$ cat src/hw/rtl/ant_pkg.sv
// ----------------------------------------------------------------------------
// ant_pkg
// Shared constants, payload structs and result codes of the aging node table.
// ----------------------------------------------------------------------------
package ant_pkg;

    localparam int TABLE_DEPTH      = 64;
    localparam int IDX_W            = (TABLE_DEPTH > 1) ? $clog2(TABLE_DEPTH) : 1;
    localparam int CNT_W            = $clog2(TABLE_DEPTH + 1);

    localparam int TIMEOUT_SECONDS  = (3 * 60);
    localparam int TICKS_PER_SECOND = 128;
    localparam logic [31:0] TIMEOUT_RESET = 32'(TIMEOUT_SECONDS * TICKS_PER_SECOND);

    localparam int RSP_CNT_W        = 7;

    localparam logic [1:0] ST_UPDATED  = 2'd0;
    localparam logic [1:0] ST_INSERTED = 2'd1;
    localparam logic [1:0] ST_DROPPED  = 2'd2;
    localparam logic [1:0] ST_SWEPT    = 2'd3;

    localparam logic REQ_REPORT = 1'b0;
    localparam logic REQ_SWEEP  = 1'b1;

    typedef struct packed {
        logic        req_type;
        logic [15:0] node_id;
        logic [15:0] uplink_id;
        logic [31:0] now_time;
    } t_req;

    typedef struct packed {
        logic [1:0]           status;
        logic [RSP_CNT_W-1:0] entry_count;
        logic [RSP_CNT_W-1:0] removed_count;
    } t_rsp;

    typedef struct packed {
        logic [15:0] node_id;
        logic [15:0] uplink_id;
        logic [31:0] stamp;
    } t_entry;

    localparam int ENTRY_W = $bits(t_entry);

    typedef struct packed {
        logic hit;
        logic expired;
    } t_cmp;

endpackage

$ cat src/hw/rtl/ant_ram.sv
// ----------------------------------------------------------------------------
// ant_ram
// Generic single write, single read RAM with registered read data.
// ----------------------------------------------------------------------------
module ant_ram #(
    parameter int WIDTH = 8,
    parameter int DEPTH = 16,
    parameter int ADDR_W = (DEPTH > 1) ? $clog2(DEPTH) : 1
) (
    input  logic              i_clk,
    input  logic              i_we,
    input  logic [ADDR_W-1:0] i_waddr,
    input  logic [WIDTH-1:0]  i_wdata,
    input  logic [ADDR_W-1:0] i_raddr,
    output logic [WIDTH-1:0]  o_rdata
);

    logic [WIDTH-1:0] r_mem [DEPTH];
    logic [WIDTH-1:0] r_rdata;

    always_ff @(posedge i_clk) begin
        if (i_we) begin
            r_mem[i_waddr] <= i_wdata;
        end
        r_rdata <= r_mem[i_raddr];
    end

    assign o_rdata = r_rdata;

endmodule

$ cat src/hw/rtl/ant_unit.sv
// ----------------------------------------------------------------------------
// ant_unit
// Shared compare unit: node id match and wrapping age against the timeout.
// ----------------------------------------------------------------------------
module ant_unit (
    input  ant_pkg::t_entry i_entry,
    input  logic [15:0]     i_key,
    input  logic [31:0]     i_now,
    input  logic [31:0]     i_timeout,
    output ant_pkg::t_cmp   o_cmp
);
    import ant_pkg::*;

    logic [31:0] age;

    // age wraps modulo 2^32
    assign age           = i_now - i_entry.stamp;
    assign o_cmp.hit     = (i_entry.node_id == i_key);
    assign o_cmp.expired = (age >= i_timeout);

endmodule

$ cat src/hw/rtl/aging_node_table.sv
// ----------------------------------------------------------------------------
// aging_node_table
// Learning table of node id, parent id and last report time, with aging.
// ----------------------------------------------------------------------------
// An item is taken when start is high and busy is low; busy then stays high
// until the result beat, which o_done marks for one cycle and which cannot be
// held off. Entries live in one RAM that is read one entry per cycle through
// its single registered read port; a report stops at its first hit, and a
// sweep reads every entry below the entry count. The RAM needs no clearing
// pass: only entries below the entry count are ever read.
// r_timeout resets to 23040.
module aging_node_table (
    input  logic          i_clk,
    input  logic          i_rst_n,
    input  logic          start,
    output logic          busy,
    input  ant_pkg::t_req i_req,
    output logic          o_done,
    output ant_pkg::t_rsp o_rsp,
    input  logic          i_cfg_we,
    input  logic [31:0]   i_cfg_data
);
    import ant_pkg::*;

    localparam logic [1:0] S_IDLE  = 2'd0;
    localparam logic [1:0] S_SCAN  = 2'd1;
    localparam logic [1:0] S_SWEEP = 2'd2;

    logic [1:0]       r_state, n_state;
    logic [CNT_W-1:0] r_count, n_count;
    logic [CNT_W-1:0] r_rd_idx, n_rd_idx;
    logic [CNT_W-1:0] r_wr, n_wr;
    logic [IDX_W-1:0] r_chk_idx, n_chk_idx;
    logic             r_chk_vld, n_chk_vld;
    logic [31:0]      r_timeout;
    t_req             r_req, n_req;
    logic             r_done, n_done;
    t_rsp             r_rsp, n_rsp;

    logic               ram_we;
    logic [IDX_W-1:0]   ram_waddr;
    logic [ENTRY_W-1:0] ram_wdata;
    logic [ENTRY_W-1:0] ram_rdata;
    t_entry             rd_entry;
    t_entry             new_entry;
    t_cmp               cmp;
    logic               issue;

    ant_ram #(
        .WIDTH (ENTRY_W),
        .DEPTH (TABLE_DEPTH)
    ) u_ram (
        .i_clk   (i_clk),
        .i_we    (ram_we),
        .i_waddr (ram_waddr),
        .i_wdata (ram_wdata),
        .i_raddr (r_rd_idx[IDX_W-1:0]),
        .o_rdata (ram_rdata)
    );

    assign rd_entry = t_entry'(ram_rdata);

    ant_unit u_unit (
        .i_entry   (rd_entry),
        .i_key     (r_req.node_id),
        .i_now     (r_req.now_time),
        .i_timeout (r_timeout),
        .o_cmp     (cmp)
    );

    assign new_entry.node_id   = r_req.node_id;
    assign new_entry.uplink_id = r_req.uplink_id;
    assign new_entry.stamp     = r_req.now_time;

    assign issue = (r_rd_idx < r_count);
    assign busy  = (r_state != S_IDLE);

    always_comb begin
        n_state   = r_state;
        n_count   = r_count;
        n_rd_idx  = r_rd_idx;
        n_wr      = r_wr;
        n_chk_idx = r_chk_idx;
        n_chk_vld = r_chk_vld;
        n_req     = r_req;
        n_done    = 1'b0;
        n_rsp     = r_rsp;
        ram_we    = 1'b0;
        ram_waddr = r_chk_idx;
        ram_wdata = new_entry;

        case (r_state)
            S_IDLE: begin
                if (start) begin
                    n_req     = i_req;
                    n_rd_idx  = '0;
                    n_wr      = '0;
                    n_chk_vld = 1'b0;
                    n_state   = (i_req.req_type == REQ_SWEEP) ? S_SWEEP : S_SCAN;
                end
            end
            S_SCAN: begin
                if (r_chk_vld && cmp.hit) begin
                    // refresh parent and stamp in place
                    ram_we                = 1'b1;
                    n_done                = 1'b1;
                    n_rsp.status          = ST_UPDATED;
                    n_rsp.entry_count     = RSP_CNT_W'(r_count);
                    n_rsp.removed_count   = '0;
                    n_state               = S_IDLE;
                end else if (!r_chk_vld && !issue) begin
                    n_done              = 1'b1;
                    n_rsp.removed_count = '0;
                    n_state             = S_IDLE;
                    if (r_count < CNT_W'(TABLE_DEPTH)) begin
                        ram_we            = 1'b1;
                        ram_waddr         = r_count[IDX_W-1:0];
                        n_count           = r_count + 1'b1;
                        n_rsp.status      = ST_INSERTED;
                        n_rsp.entry_count = RSP_CNT_W'(r_count + 1'b1);
                    end else begin
                        n_rsp.status      = ST_DROPPED;
                        n_rsp.entry_count = RSP_CNT_W'(r_count);
                    end
                end else begin
                    n_chk_vld = issue;
                    n_chk_idx = r_rd_idx[IDX_W-1:0];
                    if (issue) begin
                        n_rd_idx = r_rd_idx + 1'b1;
                    end
                end
            end
            S_SWEEP: begin
                if (r_chk_vld && !cmp.expired) begin
                    // keep entry: move it down to the compacted end
                    ram_we    = 1'b1;
                    ram_waddr = r_wr[IDX_W-1:0];
                    ram_wdata = ram_rdata;
                    n_wr      = r_wr + 1'b1;
                end
                if (!r_chk_vld && !issue) begin
                    n_count             = r_wr;
                    n_done              = 1'b1;
                    n_rsp.status        = ST_SWEPT;
                    n_rsp.entry_count   = RSP_CNT_W'(r_wr);
                    n_rsp.removed_count = RSP_CNT_W'(r_count - r_wr);
                    n_state             = S_IDLE;
                end else begin
                    n_chk_vld = issue;
                    n_chk_idx = r_rd_idx[IDX_W-1:0];
                    if (issue) begin
                        n_rd_idx = r_rd_idx + 1'b1;
                    end
                end
            end
            default: begin
                n_state = S_IDLE;
            end
        endcase
    end

    always_ff @(posedge i_clk) begin
        if (!i_rst_n) begin
            r_state   <= S_IDLE;
            r_count   <= '0;
            r_chk_vld <= 1'b0;
            r_done    <= 1'b0;
            r_timeout <= TIMEOUT_RESET;
        end else begin
            r_state   <= n_state;
            r_count   <= n_count;
            r_chk_vld <= n_chk_vld;
            r_done    <= n_done;
            if (i_cfg_we) begin
                r_timeout <= i_cfg_data;
            end
        end
    end

    always_ff @(posedge i_clk) begin
        r_rd_idx  <= n_rd_idx;
        r_wr      <= n_wr;
        r_chk_idx <= n_chk_idx;
        r_req     <= n_req;
        r_rsp     <= n_rsp;
    end

    assign o_done = r_done;
    assign o_rsp  = r_rsp;

    a_done_after_busy: assert property (@(posedge i_clk) disable iff (!i_rst_n)
        o_done |-> $past(busy))
        else $error("result beat without a preceding busy item");

    a_count_bound: assert property (@(posedge i_clk) disable iff (!i_rst_n)
        r_count <= CNT_W'(TABLE_DEPTH))
        else $error("entry count beyond table depth");

    a_report_no_removal: assert property (@(posedge i_clk) disable iff (!i_rst_n)
        (o_done && o_rsp.status != ST_SWEPT) |-> (o_rsp.removed_count == '0))
        else $error("report beat with nonzero removed count");

    a_compact_behind: assert property (@(posedge i_clk) disable iff (!i_rst_n)
        (r_state == S_SWEEP && r_chk_vld) |-> (r_wr <= CNT_W'(r_chk_idx)))
        else $error("compaction write index ahead of read index");

endmodule

$ cat config.mk
export PLATFORM = sky130hd
export DESIGN_NAME = aging_node_table
export DESIGN_NICKNAME = d
export VERILOG_FILES = /design/src/hw/rtl/ant_pkg.sv /design/src/hw/rtl/ant_ram.sv /design/src/hw/rtl/ant_unit.sv /design/src/hw/rtl/aging_node_table.sv
export SDC_FILE = /design/constraint.sdc
export NUM_CORES = 2
export LEC_CHECK = 0
export BUFFER_PORTS_ARGS = -buffer_cell sky130_fd_sc_hd__buf_4
export CORE_MARGIN = 2
export CORE_UTILIZATION = 40
export DETAILED_ROUTE_END_ITERATION = 8
export PLACE_DENSITY = 0.61
export SLEW_MARGIN = 0
export SYNTH_ARGS = -nofsm -noshare
export SYNTH_HDL_FRONTEND = slang
export SYNTH_SLANG_ARGS = --single-unit
$ cat constraint.sdc
create_clock -name i_clk -period 7.95 [get_ports i_clk]
set_input_delay 0.795 -clock i_clk [delete_from_list [all_inputs] [get_ports i_clk]]
set_output_delay 0.795 -clock i_clk [all_outputs]
set_load 0.03 [all_outputs]
==> metrics.txt <==
# TYPE chip_impl_metric gauge
chip_impl_info{name="cts_tree",value="done"} 1
chip_impl_info{name="startpoint_type",value="register"} 1
chip_impl_metric{name="pin_count_of_the_biggest_net_entering_global_routing",unit=""} 124
chip_impl_metric{name="total_of_buffers_placed_on_input_and_output_ports",unit=""} 102
chip_impl_metric{name="cellPowerDensity",unit="nW/um^2"} 267
chip_impl_metric{name="clockPowerShare",unit="%"} 38.8
chip_impl_metric{name="yosys.area.top_type_share",unit="%"} 75.2
chip_impl_metric{name="critPathMaxFanout",unit=""} 13
chip_impl_metric{name="final.setup_skew",unit="ns"} 0.0576
chip_impl_info{name="synth.area.top_cells",value="sky130_fd_sc_hd__edfxtp_1 75%, sky130_fd_sc_hd__mux4_2 18%, sky130_fd_sc_hd__dfxtp_1 1.4%"} 1
chip_impl_metric{name="timing.final.crit_share",unit="%"} 97.4
chip_impl_metric{name="synthesis.area",unit="um^2"} 126000
chip_impl_metric{name="synth-seq-area-share",unit="%"} 76.6
chip_impl_metric{name="synthesis.nets",unit=""} 5506
chip_impl_metric{name="first_global_vias",unit=""} 60300
chip_impl_metric{name="ctsLongestPathBuffers",unit=""} 4
chip_impl_info{name="layout.cells.most_common_list",value="3156 x sky130_fd_sc_hd__edfxtp_1, 1008 x sky130_fd_sc_hd__mux4_2, 341 x sky130_fd_sc_hd__clkbuf_16, 258 x sky130_fd_sc_hd__buf_12, 212 x sky130_fd_sc_hd__buf_4"} 1
chip_impl_metric{name="clk_latency",unit="ns"} 0.93
chip_impl_metric{name="maxClockFrequency",unit="GHz"} 0.129
chip_impl_metric{name="gate_count_post_synth",unit=""} 5320
chip_impl_metric{name="power",unit="mW"} 39.6
chip_impl_metric{name="min_period",unit="ns"} 7.74
chip_impl_metric{name="viasPerCell",unit=""} 5.74
chip_impl_metric{name="final-instance-count-excl-fill",unit=""} 10300
chip_impl_metric{name="slew_headroom",unit="%"} 19.9
chip_impl_info{name="rsz0062_at_grt",value="no"} 1
chip_impl_metric{name="grt_use_met1",unit="%"} 28.8
chip_impl_metric{name="p_leak",unit="nW"} 46.1
chip_impl_metric{name="antenna_found_initial",unit=""} 13
chip_impl_metric{name="cap_violations",unit=""} 0
chip_impl_metric{name="drive_gt1_share",unit="%"} 34.0
chip_impl_metric{name="postSynth.asyncResetShare",unit="%"} 0
chip_impl_info{name="hold_path_class",value="primary input to register"} 1
chip_impl_metric{name="timing_max_transition_violations_final",unit=""} 0
chip_impl_metric{name="drtPass1Iterations",unit=""} 7
chip_impl_info{name="critical-path-slowest-cell",value="sky130_fd_sc_hd__a2111oi_2"} 1
chip_impl_metric{name="power.share.combinational",unit="%"} 12.8
chip_impl_metric{name="global_route.overflow_total",unit=""} 0
chip_impl_metric{name="p_sw_share",unit="%"} 24.0
chip_impl_info{name="layout_commonest_cell",value="sky130_fd_sc_hd__edfxtp_1"} 1
chip_impl_metric{name="timing.critical_path.required",unit="ns"} 8.53
chip_impl_info{name="path_class",value="register to register"} 1
chip_impl_metric{name="finalHoldViolCount",unit=""} 0
chip_impl_metric{name="num_rows",unit=""} 206
chip_impl_info{name="clockRootBuffer",value="sky130_fd_sc_hd__clkbuf_16"} 1
chip_impl_info{name="setup.worst_path.end_class",value="register"} 1
chip_impl_metric{name="timing_worst_slew_pin_value",unit="ns"} 1.19
chip_impl_metric{name="synth_cell_type_count",unit=""} 68
chip_impl_metric{name="gp_congestion",unit=""} 0.820
chip_impl_metric{name="internal_power",unit="mW"} 30.1
chip_impl_metric{name="post_synth.cell_area_avg",unit="um^2"} 23.7
chip_impl_metric{name="route.vias.total",unit=""} 59400
chip_impl_metric{name="synth.yosys.warnings",unit=""} 0
chip_impl_metric{name="arrival",unit="ns"} 8.32
chip_impl_metric{name="drt_drc_violations_left",unit=""} 0
chip_impl_info{name="post-synth-top-area-cell",value="sky130_fd_sc_hd__edfxtp_1"} 1
chip_impl_metric{name="met3_usage",unit="%"} 2.88
chip_impl_metric{name="final.hold.worst_slack",unit="ns"} 0.0709
chip_impl_metric{name="final_net_count",unit=""} 6075
chip_impl_metric{name="fin_tns_setup",unit="ns"} 0
chip_impl_metric{name="power.net_switching",unit="mW"} 9.50
chip_impl_metric{name="syn_to_layout_area_delta",unit="%"} 17.7
chip_impl_metric{name="die_width",unit="um"} 565
chip_impl_metric{name="global_route.usage.met2",unit="%"} 32.5
chip_impl_metric{name="clock_tree.htree_level_count",unit=""} 5
chip_impl_metric{name="core_area",unit="um^2"} 314000
chip_impl_metric{name="antenna_left",unit=""} 0
chip_impl_metric{name="dp_hpwl",unit="um"} 188000
chip_impl_info{name="grt.busiest_layer",value="met2"} 1
chip_impl_metric{name="first_iter_violations",unit=""} 7249
chip_impl_metric{name="die_area",unit="um^2"} 320000
chip_impl_metric{name="cpPeakStageDelay",unit="ns"} 0.69
chip_impl_metric{name="utilization",unit="%"} 47.2
chip_impl_metric{name="design.portCount",unit=""} 119
chip_impl_metric{name="worst_ir_drop_vdd",unit="V"} 0.000175
chip_impl_metric{name="fp.dieH",unit="um"} 565
chip_impl_metric{name="sequentialPowerShare",unit="%"} 48.4
chip_impl_metric{name="cts.clk_slew.worst_paths",unit="ns"} 0.06
chip_impl_info{name="synth_flop_cell",value="sky130_fd_sc_hd__edfxtp_1"} 1
chip_impl_metric{name="place_inst",unit=""} 9691
chip_impl_metric{name="routed_wl",unit="um"} 322000
chip_impl_metric{name="cts_buffers",unit=""} 339
chip_impl_metric{name="grt_usage",unit="%"} 20.0
chip_impl_metric{name="tritoncts_num_sinks",unit=""} 3247
chip_impl_metric{name="finalSetupViolCount",unit=""} 0
chip_impl_metric{name="grt_pass1_wl",unit="um"} 455000
chip_impl_metric{name="floorplan.initialDensity",unit="%"} 40.1
chip_impl_metric{name="synth-edff-count",unit=""} 3156
chip_impl_info{name="outcome",value="completed"} 1
chip_impl_info{name="worst_path_most_repeated_cell",value="sky130_fd_sc_hd__buf_4"} 1
chip_impl_metric{name="synth.ff_latch_count",unit=""} 3247
chip_impl_metric{name="post-cts-setup-buffer-count",unit=""} 0
chip_impl_metric{name="detail_route.wl_per_cell",unit="um"} 31.2
-- power by group through the flow --
| stage | sequential, mW | combinational [mW] | clock, mW |
|---|---|---|---|
| floorplan | 19.5 | 3.44 | 0 |
| global placement | 19.5 | 5.10 | 0 |
| detailed placement | 19.5 | 5.14 | 0 |
| CTS | 19.1 | 5.17 | 15.6 |
| global route | 19.1 | 5.46 | 16.3 |
| finish | 19.1 | 5.08 | 15.3 |
-- sequential cells by signal, summed over array words and instances (netlist names) --
signal / cells
u_ram.r_mem: 3072
new_entry: 48
u_ram.o_rdata: 48
r_timeout: 32
o_rsp: 16
r_count: 7
r_rd_idx: 7
r_wr: 7
r_chk_idx: 6
r_state: 2
o_done: 1
r_chk_vld: 1
-- cell usage after synthesis (7+ instances only) --
cell	instances
sky130_fd_sc_hd__a21o_1	15
sky130_fd_sc_hd__a21oi_1	45
sky130_fd_sc_hd__and3_1	9
sky130_fd_sc_hd__and4_1	7
sky130_fd_sc_hd__buf_1	48
sky130_fd_sc_hd__buf_2	47
sky130_fd_sc_hd__buf_4	17
sky130_fd_sc_hd__clkbuf_1	145
sky130_fd_sc_hd__dfxtp_1	91
sky130_fd_sc_hd__edfxtp_1	3156
sky130_fd_sc_hd__ha_1	83
sky130_fd_sc_hd__inv_1	94
sky130_fd_sc_hd__mux2_2	48
sky130_fd_sc_hd__mux2i_1	32
sky130_fd_sc_hd__mux4_2	1008
sky130_fd_sc_hd__nand2_1	46
sky130_fd_sc_hd__nand2b_1	9
sky130_fd_sc_hd__nand3_1	35
sky130_fd_sc_hd__nand4_1	17
sky130_fd_sc_hd__nor2_1	110
sky130_fd_sc_hd__nor2b_1	35
sky130_fd_sc_hd__nor3_1	18
sky130_fd_sc_hd__o211ai_1	7
sky130_fd_sc_hd__o21a_1	9
sky130_fd_sc_hd__o21ai_0	33
sky130_fd_sc_hd__xnor2_1	50
sky130_fd_sc_hd__xor2_1	15
-- metal layers --
metal  routed length [um]  share of wire [%]
met1               135000                 42
met2               157000                 49
met3                22800                7.1
met4                 7030                2.2
met5                   37              0.011
-- final cells by class --
cell class                 instances  area (um^2)
antenna                            4         10.0
clock buffer                     439         9040
clock inverter                   185         1740
fill                           25100       166000
inverter                          95          358
multi-input combinational       1719        28500
sequential                      3247        96600
tap                             4160         5200
timing repair buffer             487         6930
-- cells by family after synthesis --
family | after synthesis | synth area share (%)
fa+ha+maj | 85 | 0.856
simple gates | 311 | 1.24
xor+xnor | 65 | 0.452
mux | 1088 | 18.7
buf+inv | 354 | 1.16
compound gates | 170 | 0.959
flops | 3247 | 76.6
-- final timing paths --
kind,end,cells past startpoint,slack [ns],start
max,u_ram.r_mem[18][23],27,0.21,new_entry[0]
max reg2reg,u_ram.r_mem[18][23],27,0.21,new_entry[0]
min,new_entry[10],1,0.07,i_req[10]
min reg2reg,r_timeout[11],2,0.49,r_timeout[11]
-- timing repair --
item	4_1_cts	5_1_grt
endpoints found under the setup margin	8	58
endpoints found under the hold margin	17	0
hold buffers	17	0
pin swaps	0	1
gates resized for setup	1	0
-- worst max-delay path: cells and delay by family, from the launching register on --
family / cells / cell delay (ns)
AOI/OAI and AO/OA: 8 / 2.48
adders and majority gates: 3 / 0.78
buffers and inverters: 8 / 1.55
DFF: 1 / 0.36
and+or+nand+nor: 8 / 2.08
-- stage by stage --
| step | setup slack (ns) | area [um^2] |
|---|---|---|
| after floorplan | 0.270 | 126000 |
| after global placement | 0.0943 | 137000 |
| after CTS | 0.178 | 148000 |
| after global routing | 0.0654 | 148000 |
| final | 0.205 | 148000 |
| after detailed placement | 0.0874 | 137000 |
Power figures use the tool's default switching activity.
